**config.mk**
```make
export PLATFORM = sky130hd
export DESIGN_NAME = paired_triangle_index_packer
export DESIGN_NICKNAME = d
export VERILOG_FILES = /design/src/sv/tip_pkg.sv /design/src/sv/tip_pair_decode.sv /design/src/sv/tip_out_serializer.sv /design/src/sv/paired_triangle_index_packer.sv
export SDC_FILE = /design/constraint.sdc
export NUM_CORES = 1
export LEC_CHECK = 0
export CORE_MARGIN = 2
export CORE_UTILIZATION = 51
export DETAILED_ROUTE_END_ITERATION = 8
export DONT_BUFFER_PORTS = 1
export PLACE_DENSITY = 0.63
export SYNTH_ARGS = -nofsm -noshare
export SYNTH_HDL_FRONTEND = slang
export SYNTH_HIERARCHICAL = 1
export SYNTH_SLANG_ARGS = --single-unit
```
**constraint.sdc**
```tcl
create_clock -name clock -period 16.2 [get_ports clock]
set_clock_uncertainty 0.2 [all_clocks]
set_input_delay 1.62 -clock clock [delete_from_list [all_inputs] [get_ports clock]]
set_output_delay 1.62 -clock clock [all_outputs]
set_load 0.02 [all_outputs]
```
**src/sv/tip_pkg.sv**
```systemverilog
`default_nettype none

package tip_pkg;

   // Width of the vertex index ports
   localparam int VERTEX_BITS = 24;
   // Most results that one triangle can cause
   localparam int MAX_RESULTS = 6;
   // Group sizes
   localparam int SINGLE_COUNT = 3;
   localparam int PAIR_COUNT = 4;

   typedef logic [2:0] count_type;

   // Outcome of decoding one triangle against the pending one
   typedef struct packed {
      count_type count;
      logic      hold_store;
      logic      hold_valid;
   } plan_ctrl_type;

endpackage

`default_nettype wire

```
**src/sv/tip_pair_decode.sv**
```systemverilog
`default_nettype none

module tip_pair_decode #(
   parameter int IndexBits = 24
) (
   input  wire logic [2:0][IndexBits-1:0] held_tri,
   input  wire logic                      held_valid,
   input  wire logic [2:0][IndexBits-1:0] new_tri,
   input  wire logic                      last_tri,
   output      logic [tip_pkg::MAX_RESULTS-1:0][IndexBits-1:0] plan_index,
   output      tip_pkg::plan_ctrl_type    plan_ctrl
);
   import tip_pkg::*;

   typedef logic [2:0][IndexBits-1:0] tri_type;

   function automatic tri_type rotate(tri_type t);
      tri_type r;
      if (t[0] >= t[1]) begin
         r = t;
      end else if (t[1] >= t[2]) begin
         r[0] = t[1];
         r[1] = t[2];
         r[2] = t[0];
      end else begin
         r[0] = t[2];
         r[1] = t[0];
         r[2] = t[1];
      end
      return r;
   endfunction

   logic                 degenerate;
   logic                 found;
   logic [IndexBits-1:0] edge_a;
   logic [IndexBits-1:0] edge_b;
   logic [IndexBits-1:0] apex_c;
   logic [IndexBits-1:0] apex_d;
   tri_type              held_rot;
   tri_type              new_rot;

   assign degenerate = (held_tri[0] == held_tri[1]) || (held_tri[1] == held_tri[2]) ||
                       (held_tri[2] == held_tri[0]);
   assign held_rot = rotate(held_tri);
   assign new_rot  = rotate(new_tri);

   // First reversed edge wins: pending edges in order, then new positions
   always_comb begin
      found  = 1'b0;
      edge_a = held_tri[0];
      edge_b = held_tri[1];
      apex_c = held_tri[2];
      apex_d = new_tri[0];
      for (int i = 0; i < 3; i++) begin
         for (int j = 0; j < 3; j++) begin
            if (!found && new_tri[j] == held_tri[(i + 1) % 3] &&
                new_tri[(j + 1) % 3] == held_tri[i]) begin
               found  = 1'b1;
               edge_a = held_tri[i];
               edge_b = held_tri[(i + 1) % 3];
               apex_c = held_tri[(i + 2) % 3];
               apex_d = new_tri[(j + 2) % 3];
            end
         end
      end
   end

   always_comb begin
      plan_index = '0;
      plan_ctrl  = '{count: '0, hold_store: 1'b0, hold_valid: 1'b0};
      priority if (!held_valid && !last_tri) begin
         plan_ctrl = '{count: '0, hold_store: 1'b1, hold_valid: 1'b1};
      end else if (!held_valid) begin
         plan_index[2:0] = new_rot;
         plan_ctrl.count = count_type'(SINGLE_COUNT);
      end else if (found && !degenerate) begin
         if (edge_a < edge_b) begin
            plan_index[0] = edge_a;
            plan_index[1] = edge_b;
            plan_index[2] = apex_c;
            plan_index[3] = apex_d;
         end else begin
            plan_index[0] = edge_b;
            plan_index[1] = edge_a;
            plan_index[2] = apex_d;
            plan_index[3] = apex_c;
         end
         plan_ctrl.count = count_type'(PAIR_COUNT);
      end else if (last_tri) begin
         plan_index[2:0] = held_rot;
         plan_index[5:3] = new_rot;
         plan_ctrl.count = count_type'(MAX_RESULTS);
      end else begin
         plan_index[2:0] = held_rot;
         plan_ctrl = '{count: count_type'(SINGLE_COUNT), hold_store: 1'b1, hold_valid: 1'b1};
      end
   end

endmodule

`default_nettype wire

```
**src/sv/tip_out_serializer.sv**
```systemverilog
`default_nettype none

module tip_out_serializer #(
   parameter int IndexBits = 24
) (
   input  wire logic                 clock,
   input  wire logic                 reset,
   input  wire logic                 load,
   input  wire logic [tip_pkg::MAX_RESULTS-1:0][IndexBits-1:0] load_index,
   input  wire tip_pkg::count_type   load_count,
   output      logic                 free,
   output      logic                 rsp_valid,
   input  wire logic                 rsp_ready,
   output      logic [tip_pkg::VERTEX_BITS-1:0] rsp_index_value,
   output      logic                 rsp_group_start,
   output      logic                 rsp_run_end
);
   import tip_pkg::*;

   logic [MAX_RESULTS-1:0][IndexBits-1:0] index_ff;
   count_type                             count_ff;
   count_type                             pos_ff;
   count_type                             pos_in;
   logic                                  valid_ff;
   logic                                  valid_in;
   logic                                  xfer;
   logic                                  last_pos;

   assign last_pos = (pos_ff == count_ff - count_type'(1));
   assign xfer     = valid_ff && rsp_ready;
   assign free     = !valid_ff || (xfer && last_pos);

   assign rsp_valid       = valid_ff;
   assign rsp_index_value = VERTEX_BITS'(index_ff[pos_ff]);
   assign rsp_group_start = (pos_ff == '0) ||
                            (pos_ff == count_type'(SINGLE_COUNT) &&
                             count_ff == count_type'(MAX_RESULTS));
   assign rsp_run_end     = last_pos;

   always_comb begin
      valid_in = valid_ff;
      pos_in   = pos_ff;
      priority if (load) begin
         valid_in = 1'b1;
         pos_in   = '0;
      end else if (xfer && last_pos) begin
         valid_in = 1'b0;
      end else if (xfer) begin
         pos_in = pos_ff + count_type'(1);
      end
   end

   always_ff @(posedge clock) begin
      if (reset) begin
         valid_ff <= 1'b0;
         pos_ff   <= '0;
      end else begin
         valid_ff <= valid_in;
         pos_ff   <= pos_in;
      end
   end

   always_ff @(posedge clock) begin
      if (load) begin
         index_ff <= load_index;
         count_ff <= load_count;
      end
   end

   a_pos_in_range: assert property (@(posedge clock) disable iff (reset)
      valid_ff |-> (pos_ff < count_ff))
      else $error("result position beyond group count");

   a_count_legal: assert property (@(posedge clock) disable iff (reset)
      valid_ff |-> (count_ff == count_type'(SINGLE_COUNT) ||
                    count_ff == count_type'(PAIR_COUNT) ||
                    count_ff == count_type'(MAX_RESULTS)))
      else $error("illegal result count");

   a_load_only_free: assert property (@(posedge clock) disable iff (reset)
      load |-> free)
      else $error("plan loaded over results not yet delivered");

endmodule

`default_nettype wire

```
**src/sv/paired_triangle_index_packer.sv**
```systemverilog
// Path: an item is taken into the input register on transfer; it moves on when the
//   serializer is free, and its first index is then offered on rsp from the result register.
// Throughput: one index per cycle on rsp while rsp_ready is high; an item causes 3, 4
//   or 6 indices, or none, and the input register takes a new item while they drain.
// Reset: synchronous, active high; clears the pending flag and all valid state.
`default_nettype none

module paired_triangle_index_packer #(
   parameter int INDEX_BITS = 24
) (
   input  wire logic                            clock,
   input  wire logic                            reset,
   input  wire logic                            req_valid,
   output      logic                            req_ready,
   input  wire logic [tip_pkg::VERTEX_BITS-1:0] req_vertex_a,
   input  wire logic [tip_pkg::VERTEX_BITS-1:0] req_vertex_b,
   input  wire logic [tip_pkg::VERTEX_BITS-1:0] req_vertex_c,
   input  wire logic                            req_final_tri,
   output      logic                            rsp_valid,
   input  wire logic                            rsp_ready,
   output      logic [tip_pkg::VERTEX_BITS-1:0] rsp_index_value,
   output      logic                            rsp_group_start,
   output      logic                            rsp_run_end
);
   import tip_pkg::*;

   localparam int KeepBits = (INDEX_BITS < VERTEX_BITS) ? INDEX_BITS : VERTEX_BITS;

   logic [2:0][KeepBits-1:0] in_tri_ff;
   logic                     in_last_ff;
   logic                     in_valid_ff;
   logic                     in_valid_in;
   logic [2:0][KeepBits-1:0] held_ff;
   logic                     held_valid_ff;
   logic                     held_valid_in;
   logic                     in_move;
   logic                     plan_free;
   logic                     req_xfer;

   logic [MAX_RESULTS-1:0][KeepBits-1:0] plan_index;
   plan_ctrl_type                        plan_ctrl;

   assign in_move   = in_valid_ff && plan_free;
   assign req_ready = !in_valid_ff || in_move;
   assign req_xfer  = req_valid && req_ready;

   assign in_valid_in   = req_xfer ? 1'b1 : (in_move ? 1'b0 : in_valid_ff);
   assign held_valid_in = in_move ? plan_ctrl.hold_valid : held_valid_ff;

   always_ff @(posedge clock) begin
      if (reset) begin
         in_valid_ff   <= 1'b0;
         held_valid_ff <= 1'b0;
      end else begin
         in_valid_ff   <= in_valid_in;
         held_valid_ff <= held_valid_in;
      end
   end

   // Drop index bits above the configured width
   always_ff @(posedge clock) begin
      if (req_xfer) begin
         in_tri_ff[0] <= req_vertex_a[KeepBits-1:0];
         in_tri_ff[1] <= req_vertex_b[KeepBits-1:0];
         in_tri_ff[2] <= req_vertex_c[KeepBits-1:0];
         in_last_ff   <= req_final_tri;
      end
      if (in_move && plan_ctrl.hold_store) begin
         held_ff <= in_tri_ff;
      end
   end

   tip_pair_decode #(
      .IndexBits (KeepBits)
   ) u_decode (
      .held_tri   (held_ff),
      .held_valid (held_valid_ff),
      .new_tri    (in_tri_ff),
      .last_tri   (in_last_ff),
      .plan_index (plan_index),
      .plan_ctrl  (plan_ctrl)
   );

   tip_out_serializer #(
      .IndexBits (KeepBits)
   ) u_serializer (
      .clock           (clock),
      .reset           (reset),
      .load            (in_move && (plan_ctrl.count != '0)),
      .load_index      (plan_index),
      .load_count      (plan_ctrl.count),
      .free            (plan_free),
      .rsp_valid       (rsp_valid),
      .rsp_ready       (rsp_ready),
      .rsp_index_value (rsp_index_value),
      .rsp_group_start (rsp_group_start),
      .rsp_run_end     (rsp_run_end)
   );

   a_final_flushes: assert property (@(posedge clock) disable iff (reset)
      (in_move && in_last_ff) |=> !held_valid_ff)
      else $error("pending triangle kept after final triangle");

   a_store_sets_pending: assert property (@(posedge clock) disable iff (reset)
      (in_move && plan_ctrl.hold_store) |=> held_valid_ff)
      else $error("stored triangle not marked pending");

   a_silent_only_when_storing: assert property (@(posedge clock) disable iff (reset)
      (in_move && plan_ctrl.count == '0) |-> (!held_valid_ff && !in_last_ff))
      else $error("item dropped without results");

endmodule

`default_nettype wire
```
; ---- After elaboration in Yosys (flattened, before gate mapping)
; Cells that the tools add are included.
[op_classes]
bitwise = 3
n_addsub = 2
n_lt_le_gt_ge = 6
n_reduce_logical = 52
mux = 57
n_eq_ne = 15
[ops]
columns = op, n
row1 = 24-bit two-way mux, 29
row2 = 72-bit two-way mux, 5
row3 = 24-bit == test, 12
row4 = 96-bit two-way mux, 2
row5 = 24-bit greater-or-equal comparator, 4
row6 = 24-bit binary-select mux with 3-bit select, 1
row7 = 1-bit logical AND, 26
row8 = 24-bit less-than comparator, 1
row9 = 1-bit logical NOT, 13
row10 = 1-bit two-way mux, 13
row11 = 3-bit two-way mux, 3
row12 = 2-bit two-way mux, 3
row13 = 1-bit logical OR, 5
row14 = 5-bit two-way mux, 1
row15 = 3-bit by 4-bit less-than comparator with 1-bit output (second input constant), 1
row16 = 2-bit nonzero test, 2
row17 = 2-bit OR reduction, 2
row18 = 4-bit OR reduction, 1
row19 = 3-bit by 1-bit adder with 3-bit output (second input constant), 1
row20 = 3-bit by 2-bit == test with 1-bit output (second input constant), 1
row21 = 3-bit == test, 1
row22 = 3-bit == test (second input constant), 1
row23 = 3-bit logical NOT, 1
row24 = 1-bit NOT, 3
row25 = 3 further kinds, 3
[totals]
elab_cells = 153
reg_bits = 298

; ---- Depth between registers and ports, before layout
[depth]
depth_word = 42
mapped_depth = 27
depth_no_buf = 19

; ---- Modules after synthesis
; The synthesis kept the hierarchy.
[by_module_without_submodules]
columns = module, seq_area_each_um2, area_per_inst_um2, instances, cells_per_inst
row1 = tip_pair_decode, 0.0, 14840.5, 1, 2162
row2 = tip_out_serializer, 4494.3, 5819.3, 1, 293
row3 = paired_triangle_index_packer, 4394.2, 4465.5, 1, 156

; ---- Worst setup path after synthesis
; OpenSTA, ideal clock, no wires.
[synth_path]
path_kind = register to register
start = register in_tri_ff[24] (netlist bit)
end = register u_serializer/index_ff[65] (netlist bit), data pin
setup_slack_ns = 10.562
arrival_ns = 5.180
n_path_buf = 6
period_less_slack_ns = 5.638
required_time_ns = 15.742
setup_ns = 0.258
stages_incl_launch_ff = 25
path_cell_list = edfxtp_1 > clkbuf_1 > xnor2_1 > nand4_1 > nor4_1 > nand4_1 > and3_1 > buf_2 > a21oi_2 > clkbuf_1 > clkbuf_1 > o22ai_1 > ha_1 > a21o_1 > a21o_1 > a21o_1 > a21o_1 > a21oi_1 > nor2_1 > o32ai_1 > o21a_1 > buf_4 > buf_6 > mux2_1 > o221a_1
[synth_between]
elab_chain_len = 39
word_cells_on_any_way = 73
[synth_lines]
columns = item, line_no
row1 = start: declaration, paired_triangle_index_packer.sv:29  ; logic [2:0][KeepBits-1:0] in_tri_ff;
row2 = 24-bit == test, "tip_pair_decode.sv:56, tip_pair_decode.sv:57"
row3 = 1-bit logical AND, tip_pair_decode.sv:56  ; if (!found && new_tri[j] == held_tri[(i + 1) % 3] &&
row4 = 1-bit two-way mux, tip_pair_decode.sv:56
row5 = 1-bit logical NOT, tip_pair_decode.sv:56
row6 = 1-bit logical AND (2 in series), tip_pair_decode.sv:56
row7 = 1-bit two-way mux, tip_pair_decode.sv:56
row8 = 1-bit logical NOT, tip_pair_decode.sv:56
row9 = 1-bit logical AND (2 in series), tip_pair_decode.sv:56
row10 = (+20 left out), --
row11 = 1-bit two-way mux, tip_pair_decode.sv:56
row12 = 1-bit logical NOT, tip_pair_decode.sv:56
row13 = 1-bit logical AND (2 in series), tip_pair_decode.sv:56
row14 = 24-bit two-way mux, tip_pair_decode.sv:56
row15 = 24-bit less-than comparator, tip_pair_decode.sv:77  ; if (edge_a < edge_b) begin
row16 = 96-bit two-way mux, tip_pair_decode.sv:77
row17 = 96-bit two-way mux, tip_pair_decode.sv:76  ; end else if (found && !degenerate) begin
row18 = 72-bit two-way mux *, tip_pair_decode.sv:73  ; end else if (!held_valid) begin
row19 = end signal: assignment, tip_out_serializer.sv:65  ; index_ff <= load_index;
row20 = end: declaration, tip_out_serializer.sv:20  ; logic [MAX_RESULTS-1:0][IndexBits-1:0] index_ff;
; Every way passes the cells marked *; elsewhere a longest branch is shown, timed or not.
; A chain may end at the register's enable or synchronous reset.

; ---- Worst setup path after layout
[layout_path]
start = register held_ff[65] (netlist bit)
end = register u_serializer/index_ff[56] (netlist bit), data pin
[layout_between]
elab_chain_len = 28
word_cells_on_any_way = 63
[layout_lines]
columns = item, line_no
row1 = start: declaration, paired_triangle_index_packer.sv:33  ; logic [2:0][KeepBits-1:0] held_ff;
row2 = start signal: assignment, paired_triangle_index_packer.sv:69  ; held_ff <= in_tri_ff;
row3 = 24-bit == test, "tip_pair_decode.sv:56, tip_pair_decode.sv:57"
row4 = 1-bit logical AND (2 in series), tip_pair_decode.sv:56
row5 = 1-bit two-way mux, tip_pair_decode.sv:56
row6 = 1-bit logical NOT, tip_pair_decode.sv:56
row7 = 1-bit logical AND (2 in series), tip_pair_decode.sv:56
row8 = 1-bit two-way mux, tip_pair_decode.sv:56
row9 = 1-bit logical NOT, tip_pair_decode.sv:56
row10 = 1-bit logical AND (2 in series), tip_pair_decode.sv:56
row11 = (+8 left out), --
row12 = 1-bit two-way mux, tip_pair_decode.sv:56
row13 = 1-bit logical NOT, tip_pair_decode.sv:56
row14 = 1-bit logical AND (2 in series), tip_pair_decode.sv:56
row15 = 24-bit two-way mux, tip_pair_decode.sv:56
row16 = 24-bit less-than comparator, tip_pair_decode.sv:77
row17 = 96-bit two-way mux, tip_pair_decode.sv:77
row18 = 96-bit two-way mux *, tip_pair_decode.sv:76
row19 = 72-bit two-way mux *, tip_pair_decode.sv:73
; Marks and branches as above.

==> impl_metrics.yaml <==
drt:
  wl_per_cell_um: 34.23
  drt_iter0_drc: 3740
  drc: 0
  viasPerCell: 7.223
  ant_nets: 0
  wl_mm: 104.8
  num_vias: 22116
  first_pass_iters: 6
global_routing:
  grt_pass1_wl_mm: 146.9
  grt_max_degree: 81
  gr-total-overflow: 0
  grtUsageTotal_pct: 40.53
  antenna_found_initial: 0
  grt_pass1_vias: 20431
timing:
  period_needed_ns: 8.620
  final_max_slew_viol_count: 0
  min_period_over_period_pct: 53.21
  slew_headroom_pct: 19.96
  hold_viol: 0
  fmax_ghz: 0.1160
  tightest_slew_ns: 1.193
  setup_ws_ns: 7.580
  setup_viol: 0
  rsz0062_at_grt: "false"
  tns_ns: 0
job:
  cap_violations: 0
clock_network:
  cts_setup_buffers: 0
  path_clk_slew_ns: 0.07
  clockBufferDepth: 3
  h-tree-depth: 2
  cts_repair_resize_count: 0
  cts_tree: "built"
  clockRootBuffer: "clkbuf_16"
  cts_sinks: 298
  cts_buffers: 36
  clock_latency_ns: 0.59
  postCtsHoldBufs: 0
worst_setup_path:
  crit_path_max_incr_delay_ns: 0.83
  critical_path.startpoint_type: "register"
  timing.rr.start: "held_ff[65]"
  reg2reg_depth: 22
  path_cells: "xnor2_1 > nand4_1 > nor4_1 > nand4_1 > nand3_1 > buf_4 > nand2_2 > buf_4 > mux2i_1 > a21oi_1 > ha_1 > a21o_1 > a21o_1 > a21o_1 > a21o_1 > a21oi_1 > nor2_1 > o32ai_1 > o21a_2 > buf_4 > mux2_2 > o221a_2"
  crit_path_end_kind: "register"
  critical_path_class: "register to register"
  critPathBufInv: 3
  path_max_fanout: 32
  required_ns: 16.32
  slowest_stage: "nor4_1"
  path_common_cell: "a21o_1"
  r2r_slack_ns: 7.58
  cp.arrival_ns: 8.74
  r2r-end: "u_serializer/index_ff[56]"
  cpLargestDelayFamily: "compound AO/OA/AOI/OAI gates"
synth:
  ys.flop_type: "edfxtp_1"
  synth_nets: 2812
  syn_area_um2: 25130
  syn_area_per_cell_um2: 9.623
  synth_most_common_cell: "edfxtp_1"
  synth_largest_area_cell: "edfxtp_1"
  syn_inst: 2611
  synth.distinct_cells: 88
  synth_top_area_share_pct: 34.90
  synth.area.top_cells: "edfxtp_1, ha_1, xnor2_1"
  yosysWarnings: 6
  async_flop_share_pct: 0
  synth_edf_count: 292
  ys_ff_latch: 298
  synth.yosys.seq_area_share_pct: 35.38
  synth_common_cells: "edfxtp_1, nor2_1, buf_2"
placed_design:
  pre_cts_slack_ns: 7.786
  gp_congestion: 1.012
  dp_hpwl_mm: 76.42
  portBuffers: 0
power:
  power_density_nw_per_um2: 90.52
  power.static_leakage_nw: 9.410
  ir_drop_uv: 104.8
floorplanning:
  die_x_um: 226.0
  core_um2: 48750
  io_pins: 105
  start_util_pct: 51.54
  dieArea_um2: 51060
  die_y_um: 226.0
  num_rows: 81
final_layout:
  drive_above_1_share_pct: 8.761
  area_growth_pct: 4.004
  fin_nets: 2571
worst_hold_path:
  whs_path_depth: 2
  holdCritStartpoint: "u_serializer/pos_ff[2]"
  min_to: "u_serializer/pos_ff[2]"
  holdCritPathClass: "register to register"
status:
  outcome: "complete, no violations"
==> cells in the final DEF (no fill, tap or decap), types with 20 or more instances in the layout <==
cell type and count:
nor2_1 229, and2_1 47, clkbuf_16 37, mux2_2 23, inv_1 127, xor2_1 80
a21o_1 31, o22ai_1 69, nand2_1 65, nand4_1 71, a21oi_1 161, a211oi_1 115
xnor2_1 162, mux4_2 24, o221ai_1 40, a2bb2oi_1 20, o21ai_0 55, a211o_1 66
mux2i_1 141, buf_4 38, edfxtp_1 292, nor4_1 33, o211ai_1 77, ha_1 124
a221oi_1 34
==> kinds of logic (layout without fill, tap and decap cells) <==
family,count (synthesis),count (layout),synth area share [%]
other,0,1,0
buffers and inverters,447,233,7.988
adders and majority gates,124,124,6.175
xor gates and xnor gates,243,243,8.525
and+or+nand+nor,524,524,10.35
AOI/OAI and AO/OA,785,785,22.69
muxes,190,190,8.889
DFF,298,298,35.38
==> worst max-delay path by stage <==
stage	from	end	slack [ns]	depth (start not counted)
2_1_floorplan	in_tri_ff[24]	u_serializer/index_ff[65]	10.56	24
3_3_place_gp	held_ff[63]	u_serializer/index_ff[56]	7.74	22
3_5_place_dp	in_tri_ff[45]	u_serializer/index_ff[56]	7.79	22
4_1_cts	held_ff[63]	u_serializer/index_ff[56]	7.76	22
5_1_grt	held_ff[63]	u_serializer/index_ff[56]	7.31	19
6_report	held_ff[65]	u_serializer/index_ff[56]	7.58	22
==> where the power goes <==
part | leakage, nW | internal (W) | switching (W)
combinational | 6.02 | 0.000161 | 0.000313
clock | 0.622 | 0.000550 | 0.000354
sequential | 2.77 | 0.000905 | 0.0000822
==> sequential cells by signal, indices dropped and copies added (netlist names) <==
register	cells
u_serializer/pos_ff	3
u_serializer/index_ff	144
in_valid_ff	1
u_serializer/rsp_valid	1
in_tri_ff	72
in_last_ff	1
held_ff	72
u_serializer/count_ff	3
held_valid_ff	1
==> tightest hold or removal path, cell delays in order (launching register included) <==
cell and delay [ns]:
dfxtp_1 0.34, nand2_1 0.06, mux2i_1 0.06
==> per-layer routing <==
| metal | vias to the layer above | wire (µm) | track usage (%) |
|---|---|---|---|
| met2 | 1595 | 44150 | 58.75 |
| met3 | 239 | 12830 | 11.24 |
| met1 | 10915 | 42570 | 56.45 |
| met4 | 0 | 5255 | 17.52 |
| met5 | - | 0 | 0 |
| li1 | 9367 | - | - |
==> per-stage QoR <==
step | area, µm² | instances | power (W) | utilization, % | hold slack, ns
floorplan | 25130 | 2611 | 0.001284 | - | 0.2206
global placement | 24840 | 2996 | 0.001444 | 50.95 | 0.2807
detailed placement | 24840 | 2996 | 0.001448 | 50.95 | 0.3042
CTS | 26130 | 3061 | 0.002349 | 53.60 | 0.3128
global route | 26130 | 3061 | 0.002424 | 53.60 | 0.3388
finish | 26130 | 3062 | 0.002365 | 53.60 | 0.3091
==> area by class of cell <==
class,instances,area [µm²]
Fill cell,4314,22620
Multi-Input combinational cell,1866,14340
Sequential cell,298,8892
Clock buffer,40,937.1
Tap cell,664,830.8
Inverter,130,488.0
Clock inverter,25,356.6
Timing Repair Buffer,38,285.3
Antenna cell,1,2.502
(Power assumes the default switching activity.)
